`config.mk`:
```
export PLATFORM = sky130hd
export DESIGN_NAME = accel_tilt_angles_filtered_flat
export DESIGN_NICKNAME = d
export VERILOG_FILES = /design/src/design/tilt_pkg.sv /design/src/design/tilt_if.sv /design/src/design/tilt_lane.sv /design/src/design/tilt_filt.sv /design/src/design/accel_tilt_angles_filtered.sv /design/src/flat_wrapper.sv
export SDC_FILE = /design/constraint.sdc
export NUM_CORES = 2
export LEC_CHECK = 0
export ABC_AREA = 0
export BUFFER_PORTS_ARGS = -buffer_cell sky130_fd_sc_hd__buf_2
export CAP_MARGIN = 40
export CORE_MARGIN = 5
export CORE_UTILIZATION = 55
export DETAILED_ROUTE_END_ITERATION = 8
export PLACE_DENSITY = 0.72
export SKIP_CTS_REPAIR_TIMING = 1
export SLEW_MARGIN = 25
export SYNTH_ARGS = -nofsm -noshare
export SYNTH_HDL_FRONTEND = slang
export SYNTH_HIERARCHICAL = 1
export SYNTH_SLANG_ARGS = --single-unit
```
`constraint.sdc`:
```
create_clock -name clk -period 12.05 [get_ports clk]
set_input_delay 0.6025 -clock clk [delete_from_list [all_inputs] [get_ports clk]]
set_output_delay 0.6025 -clock clk [all_outputs]
set_load 0.02 [all_outputs]
```
`src/design/tilt_pkg.sv`:
```
// ----------------------------------------------------------------------------
// tilt_pkg: shared types and constants for the tilt angle block
// Angle limits, CORDIC arctangent table (1/65536 degree), widths.
// ----------------------------------------------------------------------------
package tilt_pkg;

	localparam int AxisW       = 16;
	localparam int AngleW      = 15;
	localparam int WeightW     = 16;
	localparam int SqW         = 33;	// a^2 + b^2 < 2^31 + 2^31
	localparam int RootW       = 17;	// floor sqrt of SqW bits
	localparam int CordW       = 28;	// datapath of x/y rotation
	localparam int ZW          = 24;	// angle accumulator
	localparam int StepsDef    = 16;
	localparam int StepsMax    = 24;
	localparam int AngleLimit  = 11520;
	localparam logic [WeightW-1:0] WeightReset = 16'd3932;

	typedef logic signed [AngleW-1:0] angle_t;

	// lane control from the top-level sequencer
	typedef struct packed {
		logic start;
		logic step;
	} lane_ctl_t;

	// arctangent of 2^-i in 1/65536 degree, rounded
	function automatic logic [22:0] atan_lut(input logic [4:0] i);
		logic [22:0] v;
		begin
			case (i)
				5'd0:  v = 23'd2949120;
				5'd1:  v = 23'd1740967;
				5'd2:  v = 23'd919879;
				5'd3:  v = 23'd466945;
				5'd4:  v = 23'd234379;
				5'd5:  v = 23'd117304;
				5'd6:  v = 23'd58666;
				5'd7:  v = 23'd29335;
				5'd8:  v = 23'd14668;
				5'd9:  v = 23'd7334;
				5'd10: v = 23'd3667;
				5'd11: v = 23'd1833;
				5'd12: v = 23'd917;
				5'd13: v = 23'd458;
				5'd14: v = 23'd229;
				5'd15: v = 23'd115;
				5'd16: v = 23'd57;
				5'd17: v = 23'd29;
				5'd18: v = 23'd14;
				5'd19: v = 23'd7;
				5'd20: v = 23'd4;
				5'd21: v = 23'd2;
				5'd22: v = 23'd1;
				default: v = 23'd0;
			endcase
			return v;
		end
	endfunction

endpackage

```
`src/design/tilt_if.sv`:
```
// ----------------------------------------------------------------------------
// tilt_in_if / tilt_out_if: valid/ready channels of the tilt angle block
// One word is moved when valid and ready are both high at a clock edge.
// ----------------------------------------------------------------------------
interface tilt_in_if;
	logic                     valid;
	logic                     ready;
	logic signed [15:0]       accel_x;
	logic signed [15:0]       accel_y;
	logic signed [15:0]       accel_z;
	modport source (output valid, accel_x, accel_y, accel_z, input ready);
	modport sink   (input valid, accel_x, accel_y, accel_z, output ready);
endinterface

interface tilt_out_if;
	logic                     valid;
	logic                     ready;
	logic signed [14:0]       roll_angle;
	logic signed [14:0]       pitch_angle;
	logic signed [14:0]       roll_smoothed;
	logic signed [14:0]       pitch_smoothed;
	modport source (output valid, roll_angle, pitch_angle, roll_smoothed,
		pitch_smoothed, input ready);
	modport sink   (input valid, roll_angle, pitch_angle, roll_smoothed,
		pitch_smoothed, output ready);
endinterface

```
`src/design/tilt_lane.sv`:
```
// ----------------------------------------------------------------------------
// tilt_lane: one angle lane
// Bit-serial integer square root (one result bit per cycle) followed by an
// iterative CORDIC vectoring loop (one rotation per cycle). Gives
// atan(num / sqrt(a^2 + b^2)) in 1/128 degree, saturated.
// ----------------------------------------------------------------------------
module tilt_lane #(
	parameter int CordicSteps = tilt_pkg::StepsDef
) (
	input  logic                      clk,
	input  logic                      arst_n,
	input  tilt_pkg::lane_ctl_t       ctl,
	input  logic signed [16:0]        num,
	input  logic signed [15:0]        op_a,
	input  logic signed [15:0]        op_b,
	output logic                      done,
	output tilt_pkg::angle_t          angle
);
	import tilt_pkg::*;

	localparam int SqrtIters = RootW;	// one root bit per cycle
	localparam int CntW      = 6;

	typedef enum logic [1:0] {S_IDLE, S_SQRT, S_ROT, S_DONE} lstate_t;

	lstate_t                  state_q;
	logic [CntW-1:0]          cnt_q;
	logic [SqW-1:0]           rem_q;
	logic [RootW-1:0]         root_q;
	logic signed [16:0]       num_q;
	logic signed [CordW-1:0]  x_q, y_q;
	logic signed [ZW-1:0]     z_q;
	angle_t                   angle_q;

	// squares of the two operands
	logic [31:0] sq_a, sq_b;
	assign sq_a = 32'($signed(op_a) * $signed(op_a));
	assign sq_b = 32'($signed(op_b) * $signed(op_b));

	// restoring square root: trial = (root << 2 | 1) against remainder top
	logic [4:0]        sq_sh;
	logic [SqW-1:0]    win;
	logic [RootW+1:0]  trial;
	logic              take;
	assign sq_sh = 5'(SqrtIters - 1) - 5'(cnt_q);

	// CORDIC step
	logic [4:0]               rot_i;
	logic signed [CordW-1:0]  xs, ys;
	logic signed [ZW-1:0]     at;
	logic signed [ZW-1:0]     zr;
	logic signed [ZW-10:0]    zq;

	always_comb begin
		win   = rem_q >> {sq_sh, 1'b0};
		trial = {root_q, 1'b0, 1'b1};
		take  = ({{(SqW-RootW-2){1'b0}}, trial} <= win);
		rot_i = 5'(cnt_q);
		xs    = x_q >>> rot_i;
		ys    = y_q >>> rot_i;
		at    = ZW'(atan_lut(rot_i));
		zr    = z_q + ZW'(256);
		zq    = zr[ZW-1:9];
	end

	always_ff @(posedge clk or negedge arst_n) begin
		if (!arst_n) begin
			state_q <= S_IDLE;
			cnt_q   <= '0;
		end else begin
			unique case (state_q)
				S_IDLE: begin
					if (ctl.start) begin
						rem_q   <= SqW'(sq_a) + SqW'(sq_b);
						root_q  <= '0;
						num_q   <= num;
						cnt_q   <= '0;
						state_q <= S_SQRT;
					end
				end
				S_SQRT: begin
					if (take) begin
						rem_q  <= rem_q - ({{(SqW-RootW-2){1'b0}}, trial} << {sq_sh, 1'b0});
						root_q <= {root_q[RootW-2:0], 1'b1};
					end else begin
						root_q <= {root_q[RootW-2:0], 1'b0};
					end
					if (cnt_q == CntW'(SqrtIters - 1)) begin
						cnt_q   <= '0;
						state_q <= S_ROT;
					end else begin
						cnt_q <= cnt_q + 1'b1;
					end
				end
				S_ROT: begin
					if (cnt_q == '0) begin
						// load the rotation vector once the root is final
						x_q <= CordW'({1'b0, root_q, 8'd0});
						y_q <= CordW'($signed({num_q, 8'd0}));
						z_q <= '0;
						cnt_q <= '0;
						state_q <= S_DONE;
					end
				end
				default: begin
					if (cnt_q == CntW'(CordicSteps)) begin
						// pack result; a zero root means a vertical vector
						if (num_q == '0) angle_q <= '0;
						else if (root_q == '0) angle_q <= num_q[16] ?
							angle_t'(-AngleLimit) : angle_t'(AngleLimit);
						else if (zq > (ZW-9)'(AngleLimit)) angle_q <= angle_t'(AngleLimit);
						else if (zq < -(ZW-9)'(AngleLimit)) angle_q <= angle_t'(-AngleLimit);
						else angle_q <= angle_t'(zq);
						state_q <= S_IDLE;
					end else begin
						if (!y_q[CordW-1]) begin
							x_q <= x_q + ys;
							y_q <= y_q - xs;
							z_q <= z_q + at;
						end else begin
							x_q <= x_q - ys;
							y_q <= y_q + xs;
							z_q <= z_q - at;
						end
						cnt_q <= cnt_q + 1'b1;
					end
				end
			endcase
		end
	end

	// done pulses on the cycle the angle register loads
	assign done  = (state_q == S_DONE) && (cnt_q == CntW'(CordicSteps));
	assign angle = angle_q;

	logic unused_step;
	assign unused_step = ctl.step;
endmodule

```
`src/design/tilt_filt.sv`:
```
// ----------------------------------------------------------------------------
// tilt_filt: merging stage, two first-order low-pass filters
// acc += round(weight * (angle - acc) / 65536), saturated. Each multiply is
// registered, then the add; roll and pitch take turns.
// ----------------------------------------------------------------------------
module tilt_filt (
	input  logic                 clk,
	input  logic                 arst_n,
	input  logic                 start,
	input  logic [15:0]          weight,
	input  tilt_pkg::angle_t     roll_in,
	input  tilt_pkg::angle_t     pitch_in,
	output logic                 done,
	output tilt_pkg::angle_t     roll_acc,
	output tilt_pkg::angle_t     pitch_acc
);
	import tilt_pkg::*;

	typedef enum logic [2:0] {F_IDLE, F_MR, F_AR, F_MP, F_AP} fstate_t;

	fstate_t              state_q;
	angle_t               roll_q, pitch_q;
	logic signed [33:0]   prod_s1;

	logic signed [16:0] diff;
	logic signed [33:0] rnd;
	logic signed [18:0] sum;
	angle_t             acc_sel, ang_sel, sat;

	always_comb begin
		acc_sel = (state_q == F_MR || state_q == F_AR) ? roll_q : pitch_q;
		ang_sel = (state_q == F_MR || state_q == F_AR) ? roll_in : pitch_in;
		diff    = 17'(ang_sel) - 17'(acc_sel);
		rnd     = prod_s1 + 34'sd32768;
		sum     = 19'(acc_sel) + 19'(rnd >>> 16);
		if (sum > 19'sd11520) sat = angle_t'(AngleLimit);
		else if (sum < -19'sd11520) sat = angle_t'(-AngleLimit);
		else sat = angle_t'(sum);
	end

	always_ff @(posedge clk or negedge arst_n) begin
		if (!arst_n) begin
			state_q <= F_IDLE;
			roll_q  <= '0;
			pitch_q <= '0;
		end else begin
			unique case (state_q)
				F_IDLE: if (start) state_q <= F_MR;
				F_MR: begin
					prod_s1 <= $signed({1'b0, weight}) * diff;
					state_q <= F_AR;
				end
				F_AR: begin
					roll_q  <= sat;
					state_q <= F_MP;
				end
				F_MP: begin
					prod_s1 <= $signed({1'b0, weight}) * diff;
					state_q <= F_AP;
				end
				default: begin
					pitch_q <= sat;
					state_q <= F_IDLE;
				end
			endcase
		end
	end

	assign done      = (state_q == F_AP);
	assign roll_acc  = roll_q;
	assign pitch_acc = pitch_q;
endmodule

```
`src/design/accel_tilt_angles_filtered.sv`:
```
// ----------------------------------------------------------------------------
// accel_tilt_angles_filtered: roll/pitch from a 3-axis sample, low-pass
// Two lanes (roll, pitch) each run sqrt + CORDIC; a filter stage merges.
//
//  channel  dir  word
//  in_ch    in   accel_x, accel_y, accel_z (s16)
//  out_ch   out  roll/pitch angle, roll/pitch smoothed (s15, 1/128 deg)
//  filter_weight_we/_wdata  cfg  Q16 weight, reset 3932
//
// An item runs the square root, the vector load, CordicSteps rotations (16 by
// default) and the pack in each lane, then the handoff, the filter's multiply
// and add for roll and then for pitch, and the output load.
// One item at a time; a new word is taken once the previous result has been
// moved into the output register. Output stalls hold the result.
// Reset clears both filter states and restores the default weight.
// ----------------------------------------------------------------------------
module accel_tilt_angles_filtered #(
	parameter int CordicSteps = tilt_pkg::StepsDef
) (
	input  logic               clk,
	input  logic               arst_n,
	input  logic               filter_weight_we,
	input  logic [15:0]        filter_weight_wdata,
	tilt_in_if.sink            in_ch,
	tilt_out_if.source         out_ch
);
	import tilt_pkg::*;

	typedef enum logic [1:0] {T_IDLE, T_LANE, T_FILT, T_OUT} tstate_t;

	tstate_t          state_q;
	logic [15:0]      weight_q;
	logic             lr_done_q, lp_done_q;
	lane_ctl_t        ctl;
	logic             r_done, p_done, f_done;
	angle_t           r_ang, p_ang, r_acc, p_acc;
	logic signed [16:0] r_num, p_num;
	logic             out_load;

	assign in_ch.ready = (state_q == T_IDLE);
	assign ctl.start   = in_ch.valid && in_ch.ready;
	assign ctl.step    = 1'b0;
	assign r_num       = 17'(in_ch.accel_y);
	assign p_num       = -17'(in_ch.accel_x);
	assign out_load    = (state_q == T_OUT) && (!out_ch.valid || out_ch.ready);

	tilt_lane #(.CordicSteps(CordicSteps)) u_roll (
		.clk, .arst_n, .ctl, .num(r_num), .op_a(in_ch.accel_x),
		.op_b(in_ch.accel_z), .done(r_done), .angle(r_ang));

	tilt_lane #(.CordicSteps(CordicSteps)) u_pitch (
		.clk, .arst_n, .ctl, .num(p_num), .op_a(in_ch.accel_y),
		.op_b(in_ch.accel_z), .done(p_done), .angle(p_ang));

	tilt_filt u_filt (
		.clk, .arst_n, .start(state_q == T_LANE && (lr_done_q || r_done) &&
			(lp_done_q || p_done) && !(r_done || p_done)),
		.weight(weight_q), .roll_in(r_ang), .pitch_in(p_ang),
		.done(f_done), .roll_acc(r_acc), .pitch_acc(p_acc));

	// config register
	always_ff @(posedge clk or negedge arst_n) begin
		if (!arst_n) weight_q <= WeightReset;
		else if (filter_weight_we) weight_q <= filter_weight_wdata;
	end

	// sequencer and output register
	always_ff @(posedge clk or negedge arst_n) begin
		if (!arst_n) begin
			state_q      <= T_IDLE;
			lr_done_q    <= 1'b0;
			lp_done_q    <= 1'b0;
			out_ch.valid <= 1'b0;
		end else begin
			if (out_load) out_ch.valid <= 1'b1;
			else if (out_ch.ready) out_ch.valid <= 1'b0;
			unique case (state_q)
				T_IDLE: if (ctl.start) begin
					lr_done_q <= 1'b0;
					lp_done_q <= 1'b0;
					state_q   <= T_LANE;
				end
				T_LANE: begin
					if (r_done) lr_done_q <= 1'b1;
					if (p_done) lp_done_q <= 1'b1;
					if (lr_done_q && lp_done_q) state_q <= T_FILT;
				end
				T_FILT: if (f_done) state_q <= T_OUT;
				default: if (out_load) begin
					out_ch.roll_angle     <= r_ang;
					out_ch.pitch_angle    <= p_ang;
					out_ch.roll_smoothed  <= r_acc;
					out_ch.pitch_smoothed <= p_acc;
					state_q               <= T_IDLE;
				end
			endcase
		end
	end
endmodule

```
`src/flat_wrapper.sv`:
```
// flat-port wrapper written by rule: the top's interface ports become plain ports
module accel_tilt_angles_filtered_flat import tilt_pkg::*;
#(
	parameter int CordicSteps = tilt_pkg::StepsDef
)
  (clk, arst_n, filter_weight_we, filter_weight_wdata, in_ch_valid, in_ch_accel_x, in_ch_accel_y, in_ch_accel_z, in_ch_ready, out_ch_valid, out_ch_roll_angle, out_ch_pitch_angle, out_ch_roll_smoothed, out_ch_pitch_smoothed, out_ch_ready);
  tilt_in_if in_ch_i ();
  tilt_out_if out_ch_i ();
  input  logic clk;
  input  logic arst_n;
  input  logic filter_weight_we;
  input  logic [15:0] filter_weight_wdata;
  input wire logic [$bits(in_ch_i.valid)-1:0] in_ch_valid;
  input wire logic [$bits(in_ch_i.accel_x)-1:0] in_ch_accel_x;
  input wire logic [$bits(in_ch_i.accel_y)-1:0] in_ch_accel_y;
  input wire logic [$bits(in_ch_i.accel_z)-1:0] in_ch_accel_z;
  output wire logic [$bits(in_ch_i.ready)-1:0] in_ch_ready;
  output wire logic [$bits(out_ch_i.valid)-1:0] out_ch_valid;
  output wire logic [$bits(out_ch_i.roll_angle)-1:0] out_ch_roll_angle;
  output wire logic [$bits(out_ch_i.pitch_angle)-1:0] out_ch_pitch_angle;
  output wire logic [$bits(out_ch_i.roll_smoothed)-1:0] out_ch_roll_smoothed;
  output wire logic [$bits(out_ch_i.pitch_smoothed)-1:0] out_ch_pitch_smoothed;
  input wire logic [$bits(out_ch_i.ready)-1:0] out_ch_ready;
  assign in_ch_i.valid = in_ch_valid;
  assign in_ch_i.accel_x = in_ch_accel_x;
  assign in_ch_i.accel_y = in_ch_accel_y;
  assign in_ch_i.accel_z = in_ch_accel_z;
  assign in_ch_ready = in_ch_i.ready;
  assign out_ch_valid = out_ch_i.valid;
  assign out_ch_roll_angle = out_ch_i.roll_angle;
  assign out_ch_pitch_angle = out_ch_i.pitch_angle;
  assign out_ch_roll_smoothed = out_ch_i.roll_smoothed;
  assign out_ch_pitch_smoothed = out_ch_i.pitch_smoothed;
  assign out_ch_i.ready = out_ch_ready;
  accel_tilt_angles_filtered #(.CordicSteps(CordicSteps)) u_core (.clk(clk), .arst_n(arst_n), .filter_weight_we(filter_weight_we), .filter_weight_wdata(filter_weight_wdata), .in_ch(in_ch_i), .out_ch(out_ch_i));
endmodule
```
==> flow_summary.html <==
<table>
<tr><th>Metric</th><th>Value</th></tr>
<tr><th colspan="2">Floorplan</th></tr>
<tr><td>Number of placement rows</td><td>152</td></tr>
<tr><td>Number of placed I/O pins</td><td>131</td></tr>
<tr><td>Core Box Area</td><td>0.172 mm2</td></tr>
<tr><td>Width of the die</td><td>426 um</td></tr>
<tr><td>Total die area</td><td>0.182 mm2</td></tr>
<tr><td>Starting density of the core</td><td>55.4%</td></tr>
<tr><td>Height of the chip</td><td>426 um</td></tr>
<tr><th colspan="2">STA</th></tr>
<tr><td>Worst Max-Slew Pin Slew</td><td>869 ps</td></tr>
<tr><td>Final count of hold timing violations</td><td>0</td></tr>
<tr><td>Setup_tns</td><td>0 ps</td></tr>
<tr><td>Number of setup violations in the final report</td><td>0</td></tr>
<tr><td>Worst slew margin</td><td>42.0%</td></tr>
<tr><td>Minimum period implied by the final worst setup slack</td><td>11,180 ps</td></tr>
<tr><td>Final cycle utilization of the critical path</td><td>92.8%</td></tr>
<tr><td>Number of pins with negative max-slew slack in the final report</td><td>0</td></tr>
<tr><td>F_max</td><td>0.0895 GHz</td></tr>
<tr><td>Unrepaired setup endpoints after global routing</td><td>false</td></tr>
<tr><td>Final Skew</td><td>29.6 ps</td></tr>
<tr><th colspan="2">Route</th></tr>
<tr><td>Routed via count</td><td>76,500</td></tr>
<tr><td>Routed wire length</td><td>255 mm</td></tr>
<tr><td>Number of remaining DRC errors</td><td>0</td></tr>
<tr><td>Avg Vias per Cell</td><td>5.90</td></tr>
<tr><td>First-iteration detailed-routing DRC count</td><td>6,412</td></tr>
<tr><td>Residual antenna-violating net count after detailed routing</td><td>0</td></tr>
<tr><td>Post-DR wirelength/cell</td><td>19.7 um</td></tr>
<tr><td>Drt first pass iters</td><td>6</td></tr>
<tr><th colspan="2">GRT</th></tr>
<tr><td>Global-route usage over all layers</td><td>27.9%</td></tr>
<tr><td>Vias in the first global route</td><td>78,500</td></tr>
<tr><td>First-pass GRT wire length</td><td>414 mm</td></tr>
<tr><td>Maximum number of pins on one net before global-route repair</td><td>95</td></tr>
<tr><td>Number of antenna violations at the first check in global routing</td><td>2</td></tr>
<tr><td>Overflow left after global routing</td><td>0</td></tr>
<tr><th colspan="2">Final layout</th></tr>
<tr><td>Net total in the final layout</td><td>12,700</td></tr>
<tr><td>Area delta synth-&gt;final</td><td>4.91%</td></tr>
<tr><td>Filler Cell Count</td><td>15,200</td></tr>
<tr><td>Layout cells sized above 1</td><td>7.28%</td></tr>
<tr><th colspan="2">Placed design</th></tr>
<tr><td>Number of buffer cells added on primary ports</td><td>130</td></tr>
<tr><td>Routability congestion estimate</td><td>0.976</td></tr>
<tr><td>HPWL after detailed placement</td><td>203 mm</td></tr>
<tr><th colspan="2">Clock network</th></tr>
<tr><td>H-tree Lvls</td><td>2</td></tr>
<tr><td>Clock tree from TritonCTS</td><td>done</td></tr>
<tr><td>Clock root buffer master</td><td>sky130_fd_sc_hd__clkbuf_16</td></tr>
<tr><td>Clock Pin Slew Worst Setup and Hold Paths</td><td>70 ps</td></tr>
<tr><td>Number of CTS-inserted buffers</td><td>56</td></tr>
<tr><td>Clock latency at the later pin of the worst-skew pair</td><td>700 ps</td></tr>
<tr><td>Total clock sinks</td><td>472</td></tr>
<tr><td>Clock Path Buffers</td><td>3</td></tr>
<tr><th colspan="2">Worst setup path</th></tr>
<tr><td>Setup CP Type</td><td>reg -&gt; reg</td></tr>
<tr><td>Worst path required time</td><td>12,470 ps</td></tr>
<tr><td>CP Launch Type</td><td>flip-flop</td></tr>
<tr><td>Cell family with most CP delay</td><td>adder cells</td></tr>
<tr><td>Largest fanout of any net on the critical path</td><td>21</td></tr>
<tr><td>Data arrival, critical path</td><td>11,600 ps</td></tr>
<tr><td>CP Buf/Inv Count</td><td>7</td></tr>
<tr><td>Element type at the critical path end</td><td>flip-flop</td></tr>
<tr><td>CP peak stage delay</td><td>550 ps</td></tr>
<tr><td>Cell with the largest stage delay on the worst path</td><td>sky130_fd_sc_hd__fa_1</td></tr>
<tr><th colspan="2">Yosys</th></tr>
<tr><td>Netlist area before placement</td><td>0.0953 mm2</td></tr>
<tr><td>Warning count from the yosys run</td><td>6</td></tr>
<tr><td>Mapped Avg Cell Area</td><td>8.86 um2</td></tr>
<tr><td>Post-synthesis instance total</td><td>10,800</td></tr>
<tr><td>Syn nets</td><td>12,800</td></tr>
<tr><th colspan="2">Job</th></tr>
<tr><td>Max-cap violation count</td><td>0</td></tr>
<tr><th colspan="2">Status</th></tr>
<tr><td>Run status</td><td>finished clean</td></tr>
<tr><th colspan="2">Min path</th></tr>
<tr><td>Worst min path class</td><td>in -&gt; reg</td></tr>
</table>
[cells in the final DEF (no fill, tap or decap), types with 53 or more instances in the layout]
| cell | n |
|---|---|
| sky130_fd_sc_hd__o21ai_0 | 440 |
| sky130_fd_sc_hd__a21o_1 | 200 |
| sky130_fd_sc_hd__a21oi_1 | 555 |
| sky130_fd_sc_hd__ha_1 | 837 |
| sky130_fd_sc_hd__and2_1 | 340 |
| sky130_fd_sc_hd__o21a_1 | 79 |
| sky130_fd_sc_hd__mux2i_1 | 182 |
| sky130_fd_sc_hd__mux2_2 | 136 |
| sky130_fd_sc_hd__a211oi_1 | 85 |
| sky130_fd_sc_hd__xor2_1 | 206 |
| sky130_fd_sc_hd__mux4_2 | 115 |
| sky130_fd_sc_hd__nand3_1 | 140 |
| sky130_fd_sc_hd__dfrtp_1 | 53 |
| sky130_fd_sc_hd__nor3_1 | 119 |
| sky130_fd_sc_hd__a31oi_1 | 81 |
| sky130_fd_sc_hd__buf_4 | 76 |
| sky130_fd_sc_hd__fa_1 | 1156 |
| sky130_fd_sc_hd__nand4_1 | 56 |
| sky130_fd_sc_hd__o31ai_1 | 62 |
| sky130_fd_sc_hd__inv_1 | 1771 |
| sky130_fd_sc_hd__xnor2_1 | 403 |
| sky130_fd_sc_hd__buf_2 | 130 |
| sky130_fd_sc_hd__nand2b_1 | 111 |
| sky130_fd_sc_hd__and3_1 | 70 |
| sky130_fd_sc_hd__o211ai_1 | 72 |
| sky130_fd_sc_hd__clkbuf_16 | 56 |
| sky130_fd_sc_hd__edfxtp_1 | 402 |
| sky130_fd_sc_hd__nor2b_1 | 112 |
| sky130_fd_sc_hd__nand2_1 | 1104 |
| sky130_fd_sc_hd__o21bai_1 | 55 |
| sky130_fd_sc_hd__nor2_1 | 677 |
[metal layers]
metal | vias up | global-route usage, % | wire length, um | part of all wire (%)
li1 | 35600 | - | - | -
met1 | 37900 | 36.7 | 106000 | 42
met2 | 2473 | 48.1 | 125000 | 49
met3 | 486 | 2.95 | 15000 | 5.9
met4 | 2 | 9.86 | 9440 | 3.7
met5 | - | 0 | 13 | 0.0051
[registers in the layout (all words and copies together), names as in the netlist, 18 cells and up]
signal,cells
u_core/u_roll/y_q,28
u_core/u_pitch/z_q,24
u_core/u_roll/rem_q,33
u_core/u_roll/x_q,28
u_core/u_pitch/rem_q,33
u_core/u_filt/prod_s1,18
u_core/u_pitch/x_q,28
u_core/u_roll/z_q,24
u_core/u_pitch/y_q,28
[path summary, 6_finish.rpt]
path	start	end	slack [ps]	depth (start not counted)
setup / recovery	u_core/u_filt/state_q[1]	u_core/u_filt/prod_s1[32]	870	39
hold / removal	filter_weight_wdata[5]	u_core/weight_q[5]	160	2
setup reg to reg	u_core/u_filt/state_q[1]	u_core/u_filt/prod_s1[32]	870	39
hold reg to reg	u_core/u_filt/roll_acc[0]	u_core/out_ch.roll_smoothed[0]	490	0
max in group asynchronous	arst_n	u_core/weight_q[15]	10600	3
min in group asynchronous	arst_n	u_core/state_q[1]	420	2
[stage by stage]
stage	util, %	std cells	setup WS [ps]	hold slack (ps)	instance area (um2)
after detailed placement	56.9	12900	944	472	97800
after CTS	58.0	13000	846	-179	99800
final	58.2	13000	871	158	100000
after global routing	58.2	13000	302	131	100000
after floorplan	-	10800	1820	307	95300
after global placement	56.8	12800	1110	468	97600
[cell type report]
| type | instances | area [um2] | area share [%] |
|---|---|---|---|
| diodes | 3 | 7.51 | 0.00751 |
| clock inverters | 44 | 498 | 0.498 |
| clock buffers | 62 | 1440 | 1.44 |
| repair buffers | 233 | 1620 | 1.62 |
| multi-input cells | 8074 | 73000 | 73.0 |
| inverters | 1784 | 6700 | 6.70 |
| flip-flops and latches | 472 | 13800 | 13.8 |
| well taps | 2310 | 2890 | 2.89 |
Power is left out: the tool's default activity adds up to more than one toggle a clock period on the data nets, which glitch-free logic cannot reach.
